### config.mk
export PLATFORM = sky130hd
export DESIGN_NAME = mcsl_queue
export DESIGN_NICKNAME = d
export VERILOG_FILES = /design/src/mcsl_pkg.sv /design/src/mcsl_queue.sv
export SDC_FILE = /design/constraint.sdc
export NUM_CORES = 2
export LEC_CHECK = 0
export BUFFER_PORTS_ARGS = -buffer_cell sky130_fd_sc_hd__buf_2
export CORE_MARGIN = 3
export CORE_UTILIZATION = 45
export CTS_CLUSTER_DIAMETER = 40
export CTS_CLUSTER_SIZE = 20
export DETAILED_ROUTE_END_ITERATION = 6
export GPL_ROUTABILITY_DRIVEN = 1
export PLACE_DENSITY = 0.7
export SLEW_MARGIN = 20
export SYNTH_ARGS = -nofsm -noshare
export SYNTH_HDL_FRONTEND = slang
export SYNTH_SLANG_ARGS = --single-unit
### constraint.sdc
create_clock -name clk -period 21.6 [get_ports clk]
set_input_delay 1.08 -clock clk [delete_from_list [all_inputs] [get_ports clk]]
set_output_delay 1.08 -clock clk [all_outputs]
set_load 0.02 [all_outputs]
### src/mcsl_pkg.sv
// Shared types, widths and constants of the motor command slew limiter.
// Depends on nothing; every other file of the block imports it.
`default_nettype none

package mcsl_pkg;

    // Field widths fixed by the command formats.
    localparam int unsigned TIME_W  = 32;
    localparam int unsigned PULSE_W = 12;
    localparam int unsigned FRAC_W  = 10;
    localparam int unsigned VEL_W   = 30;
    localparam int unsigned AMP_W   = 27;
    localparam int unsigned LIM_W   = 22;
    localparam int unsigned PHASE_W = 23;
    localparam int unsigned RATE_W  = 17;

    // Pulse window mapped onto a fraction of 0..1000.
    localparam int unsigned PULSE_LO = 1000;
    localparam int unsigned PULSE_HI = 2000;

    // Quotient and remainder widths of the register values divided by 1000.
    localparam int unsigned VEL_Q_W = 21;
    localparam int unsigned AMP_Q_W = 18;
    localparam int unsigned PH_Q_W  = 14;
    localparam int unsigned REM_W   = 10;

    // Time step limits; steps are held at the width of the largest allowed dt.
    localparam int unsigned DT_MAX_US_DEFAULT = 10000;
    localparam int unsigned DT_MAX_US_LIMIT   = 1000000;
    localparam int unsigned DT_W_MAX          = $clog2(DT_MAX_US_LIMIT + 1);
    localparam int unsigned STEP_W            = RATE_W + DT_W_MAX;

    // Configuration port.
    localparam int unsigned CFG_IDX_W  = 3;
    localparam int unsigned CFG_DATA_W = 30;

    // Queue between the front and the back part.
    localparam int unsigned QUEUE_DEPTH = 8;
    localparam int unsigned QPTR_W      = $clog2(QUEUE_DEPTH);
    localparam int unsigned QCNT_W      = $clog2(QUEUE_DEPTH + 1);

    // Register values after reset.
    localparam logic [VEL_W-1:0]  VEL_MAX_RESET  = 30'd478600000;
    localparam logic [AMP_W-1:0]  AMP_MAX_RESET  = 27'd40000000;
    localparam logic [LIM_W-1:0]  LIM_RESET      = 22'd3141593;
    localparam logic [RATE_W-1:0] VEL_RISE_RESET = 17'd200;
    localparam logic [RATE_W-1:0] VEL_FALL_RESET = 17'd120;
    localparam logic [RATE_W-1:0] AMP_RISE_RESET = 17'd60;
    localparam logic [RATE_W-1:0] AMP_FALL_RESET = 17'd90;

    // Register indexes of the configuration port.
    typedef enum logic [CFG_IDX_W-1:0] {
        CFG_VELOCITY_MAX        = 3'd0,
        CFG_AMPLITUDE_MAX       = 3'd1,
        CFG_PHASE_LIMIT         = 3'd2,
        CFG_VELOCITY_RISE_RATE  = 3'd3,
        CFG_VELOCITY_FALL_RATE  = 3'd4,
        CFG_AMPLITUDE_RISE_RATE = 3'd5,
        CFG_AMPLITUDE_FALL_RATE = 3'd6
    } cfg_reg_t;

    typedef logic [STEP_W-1:0] step_t;

    // A register value split as q * 1000 + r.
    typedef struct packed {
        logic [VEL_Q_W-1:0] q;
        logic [REM_W-1:0]   r;
    } div_t;

    // Register bank as the front part sees it.
    typedef struct packed {
        logic [VEL_Q_W-1:0] vel_q;
        logic [REM_W-1:0]   vel_r;
        logic [AMP_Q_W-1:0] amp_q;
        logic [REM_W-1:0]   amp_r;
        logic [PH_Q_W-1:0]  ph_q;
        logic [REM_W-1:0]   ph_r;
        logic [LIM_W-1:0]   lim;
        logic [RATE_W-1:0]  vel_rise;
        logic [RATE_W-1:0]  vel_fall;
        logic [RATE_W-1:0]  amp_rise;
        logic [RATE_W-1:0]  amp_fall;
    } cfg_t;

    // One classified item waiting for the slew stage.
    typedef struct packed {
        logic                      is_init;
        logic [VEL_W-1:0]          vel_target;
        logic [AMP_W-1:0]          amp_target;
        logic signed [PHASE_W-1:0] phase;
        step_t                     vel_rise_step;
        step_t                     vel_fall_step;
        step_t                     amp_rise_step;
        step_t                     amp_fall_step;
    } entry_t;

    typedef struct packed {
        logic   push;
        entry_t entry;
    } q_wr_t;

    typedef struct packed {
        logic empty;
        logic full;
    } q_stat_t;

endpackage

`default_nettype wire

### src/mcsl_queue.sv
// Short queue of classified items between the front and the back part.
// Depends on mcsl_pkg.
`default_nettype none

module mcsl_queue (
    input  logic              clk,
    input  logic              rst_n,
    input  mcsl_pkg::q_wr_t   wr,
    input  logic              pop,
    output mcsl_pkg::entry_t  head,
    output mcsl_pkg::q_stat_t stat
);
    import mcsl_pkg::*;

    entry_t            slots_reg [QUEUE_DEPTH];
    logic [QPTR_W-1:0] wr_ptr_reg;
    logic [QPTR_W-1:0] rd_ptr_reg;
    logic [QCNT_W-1:0] count_reg;
    logic [QCNT_W-1:0] count_next;

    assign count_next = count_reg + QCNT_W'(wr.push) - QCNT_W'(pop);

    // Pointers and fill level.
    always_ff @(posedge clk or negedge rst_n)
    begin
        if (!rst_n)
        begin
            wr_ptr_reg <= '0;
            rd_ptr_reg <= '0;
            count_reg  <= '0;
        end
        else
        begin
            count_reg <= count_next;
            if (wr.push)
            begin
                wr_ptr_reg <= wr_ptr_reg + 1'b1;
            end
            if (pop)
            begin
                rd_ptr_reg <= rd_ptr_reg + 1'b1;
            end
        end
    end

    // Item storage.
    always_ff @(posedge clk)
    begin
        if (wr.push)
        begin
            slots_reg[wr_ptr_reg] <= wr.entry;
        end
    end

    assign head       = slots_reg[rd_ptr_reg];
    assign stat.empty = count_reg == '0;
    assign stat.full  = count_reg == QCNT_W'(QUEUE_DEPTH);

endmodule

`default_nettype wire

==> metrics <==
max FFs per register between 1,500 and 2,000; outcome finished clean; Period Utilization, post-route 0.3308; Post-Syn Nets slightly below 3,000; num rows between 100 and 150; clock latency on the worst-skew pair slightly above 0.8 ns; crit path time final 7.145 ns; initial antenna violation count 37; dominant cells by area after synthesis edfxtp_1 79%, mux4_2 15%, mux2_2 3.8%; Rel. slew slack 0.2393; initial DRC count between 2,000 and 2,500; final setup TNS 0 ns; Seq/Total Area, Yosys 0.7973; Yosys reg bits 1,842; endpoint type of the worst setup path output port; Mapped Cells approximately 2,700; number of global-route vias before repair roughly 32,000; core area 0.1524 sq mm; Vias around 30,000; Final ANT Viol Nets 0; Worst Hold Class in2async; Die X about 400 um; CTS resizes 0; Pwr per Cell Area approximately 140 mW/mm^2; IO buf count ~460; Simple-Gate Fraction of Synth Area 0.001137; clk_skew between 0.06 and 0.07 ns; CTS buffer count 203; syn avg cell area about 26 sq um; vias per cell 5.493; Area Overhead vs Synth 16.96%; routability cong. 0.7224; FILL cells 11,360; Hold Buf Count CTS 0; Worst Tran Pin Value between 1 and 1.5 ns; Initial Util 0.4547; Pleak 26.30 nW; Max Slew Vio Count 0; chip height 398.5 um; CTS H-tree depth 4; full die area 0.1588 sq mm; critical path arrival about 6.1 ns; final hold viol count 0; nets@finish 3,533; post-synthesis compound-gate area fraction 0.0001805; post-synth top area share 0.7936; drt drc 0; warnings from Yosys 0; worst path required time 20.52 ns; IO Count around 460; post-synthesis xor/xnor area fraction 0.0007581; largest net degree at the start of global routing ~140; total power 11.71 mW; reg2reg path depth 5; MaxCap Viol Count 0; clk sink count around 1,800; RSZ-0062 raised after global routing false; Root Buffer clkbuf_16; Fmax about 140 MHz; Worst VDD drop 0.1127 mV; Worst setup SP type register; wirelength, routed between 100 and 150 mm; wire per inst ~25 um; Yosys top cell by area edfxtp_1; Tot GR Track Use 0.1775; CTS tree yes; clk slew on worst S/H paths approximately 0.070 ns; FF+latch area around 0.055 sq mm; first-pass GRT wire length around 210 mm; Post-Synth Adder-Cell Area 0.001733; post-layout util 0.5318; overflow left after global routing 0; library cells used by synthesis 20; final setup vio count 0; Setup Buffers After CTS 0; mux cell area share after synthesis 0.1863; First-pass DRT Iterations 5; Synth Cell Area around 0.069 sq mm; Max Root-Sink Buffers 3; main combinational cell family by area after synthesis multiplexers; multi-input logic area 0.01324 sq mm; Post-DP HPWL approximately 76 mm; ratio of cells with drive above 1 in the final layout 0.4473; crit path max fanout 45; Setup CP Type reg2out
-- routing by layer --
layer | part of all wire | vias up | global-route usage
li1 | - | 12910 | -
met1 | 0.41 | 16300 | 0.2346
met2 | 0.51 | 830 | 0.2956
met3 | 0.058 | 253 | 0.03998
met4 | 0.024 | 16 | 0.05488
met5 | 0.00075 | - | 0
-- cells by family after synthesis --
family,count (synthesis)
buffers and inverters,136
and+or+nand+nor,17
DFF,1842
AOI/OAI and AO/OA,2
muxes,689
xor gates and xnor gates,6
adders and majority gates,9
-- cell usage in the layout, fill, tap and decap left out, drive strengths merged --
| cell | netlist | routed |
|---|---|---|
| a21o | 1 | 1 |
| a21oi | 1 | 1 |
| and3 | 2 | 2 |
| buf | 72 | 513 |
| bufinv | 0 | 27 |
| clkbuf | 56 | 221 |
| clkinv | 0 | 78 |
| clkinvlp | 0 | 13 |
| dfrtp | 10 | 10 |
| diode | 0 | 25 |
| edfxtp | 1832 | 1832 |
| fa | 1 | 1 |
| ha | 8 | 8 |
| inv | 8 | 46 |
| mux2 | 231 | 231 |
| mux4 | 458 | 458 |
| nand2 | 4 | 4 |
| nand2b | 3 | 3 |
| nor2 | 6 | 6 |
| nor3 | 2 | 2 |
| xnor2 | 3 | 3 |
| xor2 | 3 | 3 |
-- final timing paths --
| check | from | end | slack, ns |
|---|---|---|---|
| setup / recovery | rd_ptr_reg[0] | head[118] | 14.46 |
| hold / removal | rst_n | wr_ptr_reg[0] | 0.14 |
| setup reg to reg | wr_ptr_reg[1] | slots_reg[5][110] | 17.38 |
| hold reg to reg | wr_ptr_reg[1] | wr_ptr_reg[1] | 0.56 |
| max in group asynchronous | rst_n | rd_ptr_reg[2] | 21.19 |
| min in group clk | pop | rd_ptr_reg[0] | 0.52 |
-- where the power goes --
group	leakage, nW	switching, mW	internal (mW)	total (mW)
Clock	3.44	1.46	2.09	3.56
Combinational	6.10	2.01	1.51	3.52
Sequential	16.8	0.148	4.49	4.64
Total	26.3	3.62	8.09	11.7
-- critical path, cell delays in order, from the launching register on --
cell and delay, ns:
dfrtp_4 0.85, buf_4 0.79, buf_4 0.78, buf_4 0.74, buf_4 0.82, mux4_2 0.60
mux2_2 0.30, buf_2 0.17
-- synth_stat cells --
| cell type | number |
|---|---|
| edfxtp_1 | 1832 |
| mux4_2 | 458 |
| mux2_2 | 231 |
| clkbuf_1 | 56 |
| buf_6 | 46 |
| buf_2 | 14 |
| buf_1 | 12 |
| dfrtp_1 | 10 |
| ha_1 | 8 |
| inv_1 | 8 |
| nor2_1 | 6 |
| nand2_1 | 4 |
| nand2b_1 | 3 |
| xnor2_1 | 3 |
| xor2_1 | 3 |
| and3_1 | 2 |
| nor3_1 | 2 |
| a21o_1 | 1 |
| a21oi_1 | 1 |
| fa_1 | 1 |
-- final cells by class --
class                      count  share of cell area
clock buffer                 221             0.06349
clock inverter               156             0.02443
multi-input combinational    723              0.1633
sequential                  1842              0.6818
timing repair buffer         513             0.03449
antenna                       25           0.0007717
inverter                       8           0.0003704
tap                         2030             0.03133
-- stage by stage --
stage                     setup slack [ns]  cells  instance area [sq um]  hold WS, ns
final                                14.46   5518                  81070       0.1403
after global routing                 13.77   5501                  81030      0.08976
after CTS                            14.16   5493                  81000      0.05822
after detailed placement             15.07   5116                  73870       0.5471
after floorplan                      3.919   2701                  69320       0.5174
after global placement               15.07   5116                  73870       0.5338
Note: power is estimated with default switching activity, not from simulation.
