<file path="src/mcsl_pkg.sv">
// Shared types, widths and constants of the motor command slew limiter.
// Depends on nothing; every other file of the block imports it.
`default_nettype none

package mcsl_pkg;

    // Field widths fixed by the command formats.
    localparam int unsigned TIME_W  = 32;
    localparam int unsigned PULSE_W = 12;
    localparam int unsigned FRAC_W  = 10;
    localparam int unsigned VEL_W   = 30;
    localparam int unsigned AMP_W   = 27;
    localparam int unsigned LIM_W   = 22;
    localparam int unsigned PHASE_W = 23;
    localparam int unsigned RATE_W  = 17;

    // Pulse window mapped onto a fraction of 0..1000.
    localparam int unsigned PULSE_LO = 1000;
    localparam int unsigned PULSE_HI = 2000;

    // Quotient and remainder widths of the register values divided by 1000.
    localparam int unsigned VEL_Q_W = 21;
    localparam int unsigned AMP_Q_W = 18;
    localparam int unsigned PH_Q_W  = 14;
    localparam int unsigned REM_W   = 10;

    // Time step limits; steps are held at the width of the largest allowed dt.
    localparam int unsigned DT_MAX_US_DEFAULT = 10000;
    localparam int unsigned DT_MAX_US_LIMIT   = 1000000;
    localparam int unsigned DT_W_MAX          = $clog2(DT_MAX_US_LIMIT + 1);
    localparam int unsigned STEP_W            = RATE_W + DT_W_MAX;

    // Configuration port.
    localparam int unsigned CFG_IDX_W  = 3;
    localparam int unsigned CFG_DATA_W = 30;

    // Queue between the front and the back part.
    localparam int unsigned QUEUE_DEPTH = 8;
    localparam int unsigned QPTR_W      = $clog2(QUEUE_DEPTH);
    localparam int unsigned QCNT_W      = $clog2(QUEUE_DEPTH + 1);

    // Register values after reset.
    localparam logic [VEL_W-1:0]  VEL_MAX_RESET  = 30'd478600000;
    localparam logic [AMP_W-1:0]  AMP_MAX_RESET  = 27'd40000000;
    localparam logic [LIM_W-1:0]  LIM_RESET      = 22'd3141593;
    localparam logic [RATE_W-1:0] VEL_RISE_RESET = 17'd200;
    localparam logic [RATE_W-1:0] VEL_FALL_RESET = 17'd120;
    localparam logic [RATE_W-1:0] AMP_RISE_RESET = 17'd60;
    localparam logic [RATE_W-1:0] AMP_FALL_RESET = 17'd90;

    // Register indexes of the configuration port.
    typedef enum logic [CFG_IDX_W-1:0] {
        CFG_VELOCITY_MAX        = 3'd0,
        CFG_AMPLITUDE_MAX       = 3'd1,
        CFG_PHASE_LIMIT         = 3'd2,
        CFG_VELOCITY_RISE_RATE  = 3'd3,
        CFG_VELOCITY_FALL_RATE  = 3'd4,
        CFG_AMPLITUDE_RISE_RATE = 3'd5,
        CFG_AMPLITUDE_FALL_RATE = 3'd6
    } cfg_reg_t;

    typedef logic [STEP_W-1:0] step_t;

    // A register value split as q * 1000 + r.
    typedef struct packed {
        logic [VEL_Q_W-1:0] q;
        logic [REM_W-1:0]   r;
    } div_t;

    // Register bank as the front part sees it.
    typedef struct packed {
        logic [VEL_Q_W-1:0] vel_q;
        logic [REM_W-1:0]   vel_r;
        logic [AMP_Q_W-1:0] amp_q;
        logic [REM_W-1:0]   amp_r;
        logic [PH_Q_W-1:0]  ph_q;
        logic [REM_W-1:0]   ph_r;
        logic [LIM_W-1:0]   lim;
        logic [RATE_W-1:0]  vel_rise;
        logic [RATE_W-1:0]  vel_fall;
        logic [RATE_W-1:0]  amp_rise;
        logic [RATE_W-1:0]  amp_fall;
    } cfg_t;

    // One classified item waiting for the slew stage.
    typedef struct packed {
        logic                      is_init;
        logic [VEL_W-1:0]          vel_target;
        logic [AMP_W-1:0]          amp_target;
        logic signed [PHASE_W-1:0] phase;
        step_t                     vel_rise_step;
        step_t                     vel_fall_step;
        step_t                     amp_rise_step;
        step_t                     amp_fall_step;
    } entry_t;

    typedef struct packed {
        logic   push;
        entry_t entry;
    } q_wr_t;

    typedef struct packed {
        logic empty;
        logic full;
    } q_stat_t;

endpackage

`default_nettype wire

</file>
<file path="src/mcsl_channels.sv">
// Handshake channels of the slew limiter: tick items in, result items out,
// and the configuration write channel. Depends on mcsl_pkg.
`default_nettype none


interface mcsl_cfg_if;
    import mcsl_pkg::*;

    logic                  valid;
    logic                  ready;
    logic [CFG_IDX_W-1:0]  index;
    logic [CFG_DATA_W-1:0] data;

    modport source (
        output valid, index, data,
        input  ready
    );
    modport sink (
        input  valid, index, data,
        output ready
    );
endinterface

`default_nettype wire

</file>
<file path="src/mcsl_cfg.sv">
// Configuration register bank; scaling limits are held pre-divided by 1000.
// Depends on mcsl_pkg and mcsl_channels.
`default_nettype none

module mcsl_cfg (
    input  logic              clk,
    input  logic              rst_n,
    mcsl_cfg_if.sink          cfg,
    output mcsl_pkg::cfg_t    regs
);
    import mcsl_pkg::*;

    // floor(v / 1000) as floor((v >> 3) * ceil(2^34 / 125) / 2^34), exact for 30 bits.
    localparam int unsigned DIV_N_W     = VEL_W - 3;
    localparam int unsigned DIV_PROD_W  = 55;
    localparam int unsigned RECIP_SHIFT = 34;
    localparam logic [DIV_PROD_W-1:0] RECIP_125 = 55'd137438954;

    function automatic div_t div1000(input logic [VEL_W-1:0] v);
        logic [DIV_PROD_W-1:0] prod;
        logic [VEL_Q_W-1:0]    q;
        logic [VEL_W:0]        qk;
        div_t                  d;
        prod = DIV_PROD_W'(v[VEL_W-1:3]) * RECIP_125;
        q    = prod[RECIP_SHIFT+VEL_Q_W-1:RECIP_SHIFT];
        qk   = (VEL_W+1)'(q) * (VEL_W+1)'(PULSE_HI - PULSE_LO);
        d.q  = q;
        d.r  = REM_W'(v - qk[VEL_W-1:0]);
        return d;
    endfunction

    localparam div_t VEL_DIV_RESET = div1000(VEL_MAX_RESET);
    localparam div_t AMP_DIV_RESET = div1000(VEL_W'(AMP_MAX_RESET));
    localparam div_t PH_DIV_RESET  = div1000(VEL_W'({LIM_RESET, 1'b0}));

    localparam cfg_t CFG_RESET = '{
        vel_q:    VEL_DIV_RESET.q,
        vel_r:    VEL_DIV_RESET.r,
        amp_q:    AMP_DIV_RESET.q[AMP_Q_W-1:0],
        amp_r:    AMP_DIV_RESET.r,
        ph_q:     PH_DIV_RESET.q[PH_Q_W-1:0],
        ph_r:     PH_DIV_RESET.r,
        lim:      LIM_RESET,
        vel_rise: VEL_RISE_RESET,
        vel_fall: VEL_FALL_RESET,
        amp_rise: AMP_RISE_RESET,
        amp_fall: AMP_FALL_RESET
    };

    cfg_t             regs_reg;
    cfg_t             regs_next;
    logic [VEL_W-1:0] div_in;
    div_t             div_out;

    // Writes are always taken.
    assign cfg.ready = 1'b1;

    // One shared divider serves the three scaling registers.
    always_comb
    begin
        case (cfg.index)
            CFG_AMPLITUDE_MAX: div_in = VEL_W'(cfg.data[AMP_W-1:0]);
            CFG_PHASE_LIMIT:   div_in = VEL_W'({cfg.data[LIM_W-1:0], 1'b0});
            default:           div_in = cfg.data[VEL_W-1:0];
        endcase
    end

    assign div_out = div1000(div_in);

    // Register write decode; an index beyond the list changes nothing.
    always_comb
    begin
        regs_next = regs_reg;
        if (cfg.valid)
        begin
            case (cfg.index)
                CFG_VELOCITY_MAX:
                begin
                    regs_next.vel_q = div_out.q;
                    regs_next.vel_r = div_out.r;
                end
                CFG_AMPLITUDE_MAX:
                begin
                    regs_next.amp_q = div_out.q[AMP_Q_W-1:0];
                    regs_next.amp_r = div_out.r;
                end
                CFG_PHASE_LIMIT:
                begin
                    regs_next.ph_q = div_out.q[PH_Q_W-1:0];
                    regs_next.ph_r = div_out.r;
                    regs_next.lim  = cfg.data[LIM_W-1:0];
                end
                CFG_VELOCITY_RISE_RATE:  regs_next.vel_rise = cfg.data[RATE_W-1:0];
                CFG_VELOCITY_FALL_RATE:  regs_next.vel_fall = cfg.data[RATE_W-1:0];
                CFG_AMPLITUDE_RISE_RATE: regs_next.amp_rise = cfg.data[RATE_W-1:0];
                CFG_AMPLITUDE_FALL_RATE: regs_next.amp_fall = cfg.data[RATE_W-1:0];
                default:                 regs_next = regs_reg;
            endcase
        end
    end

    always_ff @(posedge clk or negedge rst_n)
    begin
        if (!rst_n)
        begin
            regs_reg <= CFG_RESET;
        end
        else
        begin
            regs_reg <= regs_next;
        end
    end

    assign regs = regs_reg;

endmodule

`default_nettype wire

</file>
<file path="src/flat_wrapper.sv">
// flat-port wrapper written by rule: the top's interface ports become plain ports
module mcsl_cfg_flat import mcsl_pkg::*;
  (clk, rst_n, regs, cfg_valid, cfg_index, cfg_data, cfg_ready);
  mcsl_cfg_if cfg_i ();
  input  logic clk;
  input  logic rst_n;
  output mcsl_pkg::cfg_t regs;
  input wire logic [$bits(cfg_i.valid)-1:0] cfg_valid;
  input wire logic [$bits(cfg_i.index)-1:0] cfg_index;
  input wire logic [$bits(cfg_i.data)-1:0] cfg_data;
  output wire logic [$bits(cfg_i.ready)-1:0] cfg_ready;
  assign cfg_i.valid = cfg_valid;
  assign cfg_i.index = cfg_index;
  assign cfg_i.data = cfg_data;
  assign cfg_ready = cfg_i.ready;
  mcsl_cfg u_core (.clk(clk), .rst_n(rst_n), .cfg(cfg_i), .regs(regs));
endmodule
</file>
<file path="config.mk">
export PLATFORM = sky130hd
export DESIGN_NAME = mcsl_cfg_flat
export DESIGN_NICKNAME = d
export VERILOG_FILES = /design/src/mcsl_pkg.sv /design/src/mcsl_channels.sv /design/src/mcsl_cfg.sv /design/src/flat_wrapper.sv
export SDC_FILE = /design/constraint.sdc
export NUM_CORES = 1
export LEC_CHECK = 0
export BUFFER_PORTS_ARGS = -buffer_cell sky130_fd_sc_hd__buf_2
export CAP_MARGIN = 20
export CORE_UTILIZATION = 50
export CTS_BUF_LIST = sky130_fd_sc_hd__clkbuf_16
export DETAILED_ROUTE_END_ITERATION = 16
export MAX_ROUTING_LAYER = met4
export PLACE_DENSITY_LB_ADDON = 0.1
export SLEW_MARGIN = 0
export SYNTH_ARGS = -nofsm -noshare
export SYNTH_HDL_FRONTEND = slang
export SYNTH_SLANG_ARGS = --single-unit
</file>
<file path="constraint.sdc">
create_clock -name clk -period 0.8 [get_ports clk]
set_clock_uncertainty 0.2 [all_clocks]
set_input_delay 0.08 -clock clk [delete_from_list [all_inputs] [get_ports clk]]
set_output_delay 0.08 -clock clk [all_outputs]
set_load 0.01 [all_outputs]
</file>
==> impl_metrics.json, run 1 <==
{
  "largest_register_ffs": 173,
  "met2_usage_pct": 51.5,
  "vias": 14250,
  "cts.clk_slew.worst_paths_ps": 60,
  "syn-num-nets": 2265,
  "grt_pass1_wl_um": 84600,
  "postCtsHoldBufs": 5,
  "ios": 210,
  "syn_avg_cell_area_um2": 10.5,
  "synth_edf_count": 0,
  "cp-end-kind": "register",
  "root_buffer": "clkbuf_16",
  "overflow": 0,
  "die_w_um": 192,
  "maxSlewViolCount": 0,
  "path_max_fanout": 8,
  "grt_pass1_vias": 15075,
  "antenna_found_initial": 1,
  "synth-async-reset-ratio_pct": 100,
  "cts_sinks": 173,
  "portBuffers": 208,
  "clockBufferDepth": 2,
  "area_delta_synth_final_pct": 40.8,
  "cts_tree": "yes",
  "crit_slowest_cell": "fa_1",
  "start_util_pct": 50.7,
  "ys_warn_count": 0,
  "cpPeakStageDelay_ps": 570,
  "synth.area.top_cells": "fa_1 (25%), ha_1 (20%), dfrtp_1 (16%)",
  "place.detailed.hpwl_um": 45700,
  "met3_usage_pct": 2.43,
  "grt_usage_pct": 31.5,
  "cts_buffers": 17,
  "rsz0062_at_grt": "true",
  "cpMostUsedCell": "fa_1",
  "period_minus_slack_ps": 8930,
  "wl_per_cell_um": 19.5,
  "crit_path_start_kind": "input pin",
  "fp.dieH_um": 192,
  "layout_common_cells": "inv_1 (361), buf_4 (359), ha_1 (236)",
  "ys_ff_latch": 173,
  "ctsHtreeMaxLevel": 4,
  "status": "finished with violations",
  "design_area_um2": 25300,
  "gp_congestion": 0.973,
  "final_common_cell": "inv_1",
  "cp.required_ps": 900,
  "clock_latency_ps": 420,
  "finalWirelength_um": 54300,
  "drt_iter0_drc": 557,
  "synthFlopType": "dfrtp_1",
  "drt_first_pass_iters": 5,
  "syn_area_um2": 18000,
  "remaining_drc_errors": 0,
  "critical_path_class": "input pin to register",
  "hp-class": "input pin to register",
  "hold_viol": 91,
  "rows": 69,
  "busiest_layer": "met2",
  "drive_above_1_share_pct": 41.9,
  "syn_inst": 1709,
  "fin_crit_sh_pct": 1120,
  "final_nets": 2871,
  "die_area_um2": 36700,
  "setup_viol": 519,
  "worst_slack_ps": -8130,
  "grt_max_degree": 59,
  "place_area_um2": 23000,
  "slew_headroom_pct": 47.2,
  "synth_top_area_share_pct": 25.4,
  "ys_types": 63,
  "core_area_um2": 35500,
  "met1_usage_pct": 42.8,
  "fmax_mhz": 112,
  "critPathArrivalTime_ps": 9040,
  "ant_nets": 0,
  "worst_slew_pin_slew_ps": 790,
  "hold_slack_ps": -272,
  "synth_top_area_cell": "fa_1",
  "violations": "negative hold slack, negative setup slack",
  "ys_seq_area_share_pct": 24.5,
  "maxCapViolations": 0,
  "vias_per_cell": 5.11
}
==> layout make-up <==
| cell class | instances | area [um^2] |
|---|---|---|
| multi-input cells | 1123 | 13400 |
| fillers | 2627 | 10100 |
| repair buffers | 619 | 4890 |
| flip-flops and latches | 173 | 4400 |
| inverters | 381 | 1430 |
| well taps | 461 | 577 |
| clock buffers | 17 | 425 |
| clock inverters | 15 | 160 |
| diodes | 1 | 2.50 |
==> worst paths after layout <==
check                                 from              end  slack (ps)  cells past startpoint
max                           cfg_index[0]  u_core.regs[99]       -8130                     38
min                           cfg_data[10]  u_core.regs[78]        -270                      3
max reg2reg                u_core.regs[19]  u_core.regs[19]        -180                      1
min reg2reg                u_core.regs[76]  u_core.regs[76]         260                      2
max in group asynchronous            rst_n  u_core.regs[93]        -470                      3
min in group asynchronous            rst_n  u_core.regs[18]          70                      2
==> cells by family after synthesis <==
family	after synthesis	share of synthesized area, %
mux	100	6.18
flops	173	24.5
xor+xnor	41	2.19
other cells	1	0.0208
buf+inv	413	8.67
fa+ha+maj	520	45.7
simple gates	286	6.85
compound gates	175	5.93
==> timing repair <==
action / CTS / global route
endpoints found under the hold margin: 273 / 90
pin swaps: 64 / 46
gates resized for setup: 165 / 115
setup endpoints to repair: 346 / 519
setup buffers: 24 / 12
cloned: 1 / 0
==> cells in the mapped netlist (15+ instances only) <==
| cell | number |
|---|---|
| inv_1 | 381 |
| ha_1 | 292 |
| fa_1 | 228 |
| nand2_1 | 191 |
| dfrtp_1 | 116 |
| mux2_2 | 85 |
| o21ai_0 | 80 |
| dfstp_2 | 57 |
| a21oi_1 | 31 |
| clkbuf_1 | 28 |
| nor2_1 | 27 |
| xnor2_1 | 23 |
| xor2_1 | 15 |
==> per-stage QoR <==
step                      setup slack, ps  util [%]  setup TNS (ps)  instances
after detailed placement            -8760      64.9         -573890       2720
after CTS                           -8120      69.5         -631050       2777
final                               -8130      71.4         -629460       2790
after global routing                -8460      71.4         -663450       2790
after global placement              -8600      64.9         -564320       2720
after floorplan                     -8320         -         -486070       1709
==> worst max-delay path, delay by kind of cell <==
family / cells / cell delay, ps
adders and majority gates: 13 / 5180
muxes: 1 / 410
AOI/OAI and AO/OA: 6 / 680
buffers and inverters: 9 / 940
and+or+nand+nor: 3 / 510
xor gates and xnor gates: 6 / 1200
==> per-layer routing <==
| metal | vias up | share of wire [%] |
|---|---|---|
| met4 | 0 | 2.3 |
| li1 | 6681 | - |
| met2 | 340 | 49 |
| met1 | 7156 | 45 |
| met3 | 73 | 3.7 |
| met5 | - | 0 |
Power of run 1 is left out: the tool's default activity adds up to more than one toggle a clock period on the data nets, which glitch-free logic cannot reach.
==> run 2: changes to the inputs <==
--- a/config.mk
+++ b/config.mk
@@ -10,8 +10,10 @@
 export CORE_UTILIZATION = 50
 export CTS_BUF_LIST = sky130_fd_sc_hd__clkbuf_16
 export DETAILED_ROUTE_END_ITERATION = 16
+export HOLD_SLACK_MARGIN = 0.1
 export MAX_ROUTING_LAYER = met4
 export PLACE_DENSITY_LB_ADDON = 0.1
+export SETUP_SLACK_MARGIN = 0.2
 export SLEW_MARGIN = 0
 export SYNTH_ARGS = -nofsm -noshare
 export SYNTH_HDL_FRONTEND = slang
==> run 2 against run 1 <==
Against the previous run:
- clock-buffer cell count did not move
- worst setup slack got worse by 85 ps
- the flow still finishes with violations (negative hold slack, negative setup slack)
- design area is 6.1% higher
- core utilization grew 4.3 points
- die area did not move
- register-to-register slack got worse by 150 ps
- sequential share of layout area fell by 0.99 points
- critical path depth grew 1
- first-iteration DRC count is 20% higher
- via count grew 3.9%
- fmax down 0.95%
==> impl_metrics.json, run 2 (same netlist as run 1, synthesis figures left out) <==
{
  "status": "finished with violations",
  "violations": "negative hold slack, negative setup slack",
  "drt_first_pass_iters": 7,
  "setup_viol": 346,
  "hp-class": "input pin to async pin",
  "cts.clk_slew.worst_paths_ps": 70,
  "final_common_cell": "buf_4",
  "portBuffers": 208,
  "crit_path_start_kind": "input pin",
  "die_w_um": 192,
  "grt_pass1_vias": 15109,
  "rsz0062_at_grt": "true",
  "dp_slack_ps": -8760,
  "start_util_pct": 50.7,
  "regArea_um2": 4400,
  "place.detailed.hpwl_um": 45700,
  "multi_input_area_um2": 13900,
  "vias_per_cell": 5.21,
  "root_buffer": "clkbuf_16",
  "maxCapViolations": 0,
  "cts_buffers": 17,
  "cts_sinks": 173,
  "layout_common_cells": "buf_4 (356), inv_1 (351), ha_1 (212)",
  "crit_slowest_cell": "fa_1",
  "ant_nets": 0,
  "clock_latency_ps": 420,
  "rows": 69,
  "fmax_mhz": 111,
  "critical_path_class": "input pin to register",
  "wl_per_cell_um": 20.6,
  "hold_slack_ps": -724,
  "worst_slack_ps": -8220,
  "critPathArrivalTime_ps": 9120,
  "finalWirelength_um": 58500,
  "fin_crit_sh_pct": 1130,
  "cpPeakStageDelay_ps": 530,
  "core_area_um2": 35500,
  "path_max_fanout": 8,
  "drt_iter0_drc": 668,
  "period_minus_slack_ps": 9020,
  "overflow": 0,
  "largest_register_ffs": 173,
  "remaining_drc_errors": 0,
  "clockBufferDepth": 2,
  "cts_tree": "yes",
  "die_area_um2": 36700,
  "rrSetupSlack_ps": -330,
  "fp.dieH_um": 192,
  "ios": 210,
  "antenna_found_initial": 2,
  "nFillCells": 2343,
  "final_nets": 2922,
  "cpMostUsedCell": "fa_1",
  "grt_pass1_wl_um": 84400,
  "cp-end-kind": "register",
  "maxSlewViolCount": 0,
  "gp_congestion": 0.973,
  "grt_usage_pct": 31.4,
  "vias": 14805,
  "hold_viol": 266,
  "cp.required_ps": 900,
  "drive_above_1_share_pct": 46.6,
  "ctsHtreeMaxLevel": 4,
  "grt_max_degree": 59,
  "area_delta_synth_final_pct": 49.4
}
## run 2: changes by cell type in the layout (fill, tap and decap cells not counted), moves of 11 or more
cell     delta
ha_1       -24
ha_4       +21
o21ai_2    +11
o21ai_0    -11
buf_6     +116
buf_2      -63
## run 2: final cells by class
cell class | instances | area share [%]
multi-input combinational | 1123 | 51.9
timing repair buffer | 670 | 22.1
sequential | 173 | 16.4
inverter | 381 | 5.33
tap | 461 | 2.15
clock buffer | 17 | 1.58
clock inverter | 15 | 0.596
antenna | 3 | 0.0279
## run 2: what timing repair did
item / 4_1_cts / 5_1_grt
gates cloned: 1 / 6
setup buffers: 18 / 63
pin swaps: 65 / 101
gates resized for setup: 171 / 352
endpoints found under the setup margin: 346 / 346
hold endpoints to repair: 277 / 282
## run 2: through the flow
stage / TNS [ps] / std cells / area (um^2) / util (%) / hold slack, ps
after floorplan: -486070 / 1709 / 18700 / - / -416
after global placement: -564320 / 2720 / 23000 / 64.9 / -282
after detailed placement: -573890 / 2720 / 23000 / 64.9 / -284
after CTS: -557830 / 2771 / 24600 / 69.3 / -738
after global routing: -585700 / 2842 / 26900 / 75.7 / -740
final: -565330 / 2843 / 26900 / 75.7 / -724
## run 2: critical path: cells and delay by family
kind | cells | cell delay, ps
fa+ha+maj | 11 | 4490
xor+xnor | 9 | 1850
buf+inv | 11 | 1130
simple gates | 4 | 720
compound gates | 3 | 590
mux | 1 | 250
## run 2: final timing paths
path	start	to	cells past startpoint
max in group asynchronous	rst_n	u_core.regs[93]	2
setup reg to reg	u_core.regs[50]	u_core.regs[50]	2
setup / recovery	cfg_index[0]	u_core.regs[99]	39
min in group clk	cfg_data[21]	u_core.regs[89]	3
hold / removal	rst_n	u_core.regs[18]	1
hold reg to reg	u_core.regs[76]	u_core.regs[76]	2
## run 2: metal layers
metal	track usage, %	share of wire, %	vias to the layer above
li1	-	-	6789
met1	42.6	43	7507
met2	51.1	50	416
met3	2.63	4.5	93
met4	7.81	2.6	0
met5	-	0	-
Power of run 2 is left out for the same reason.
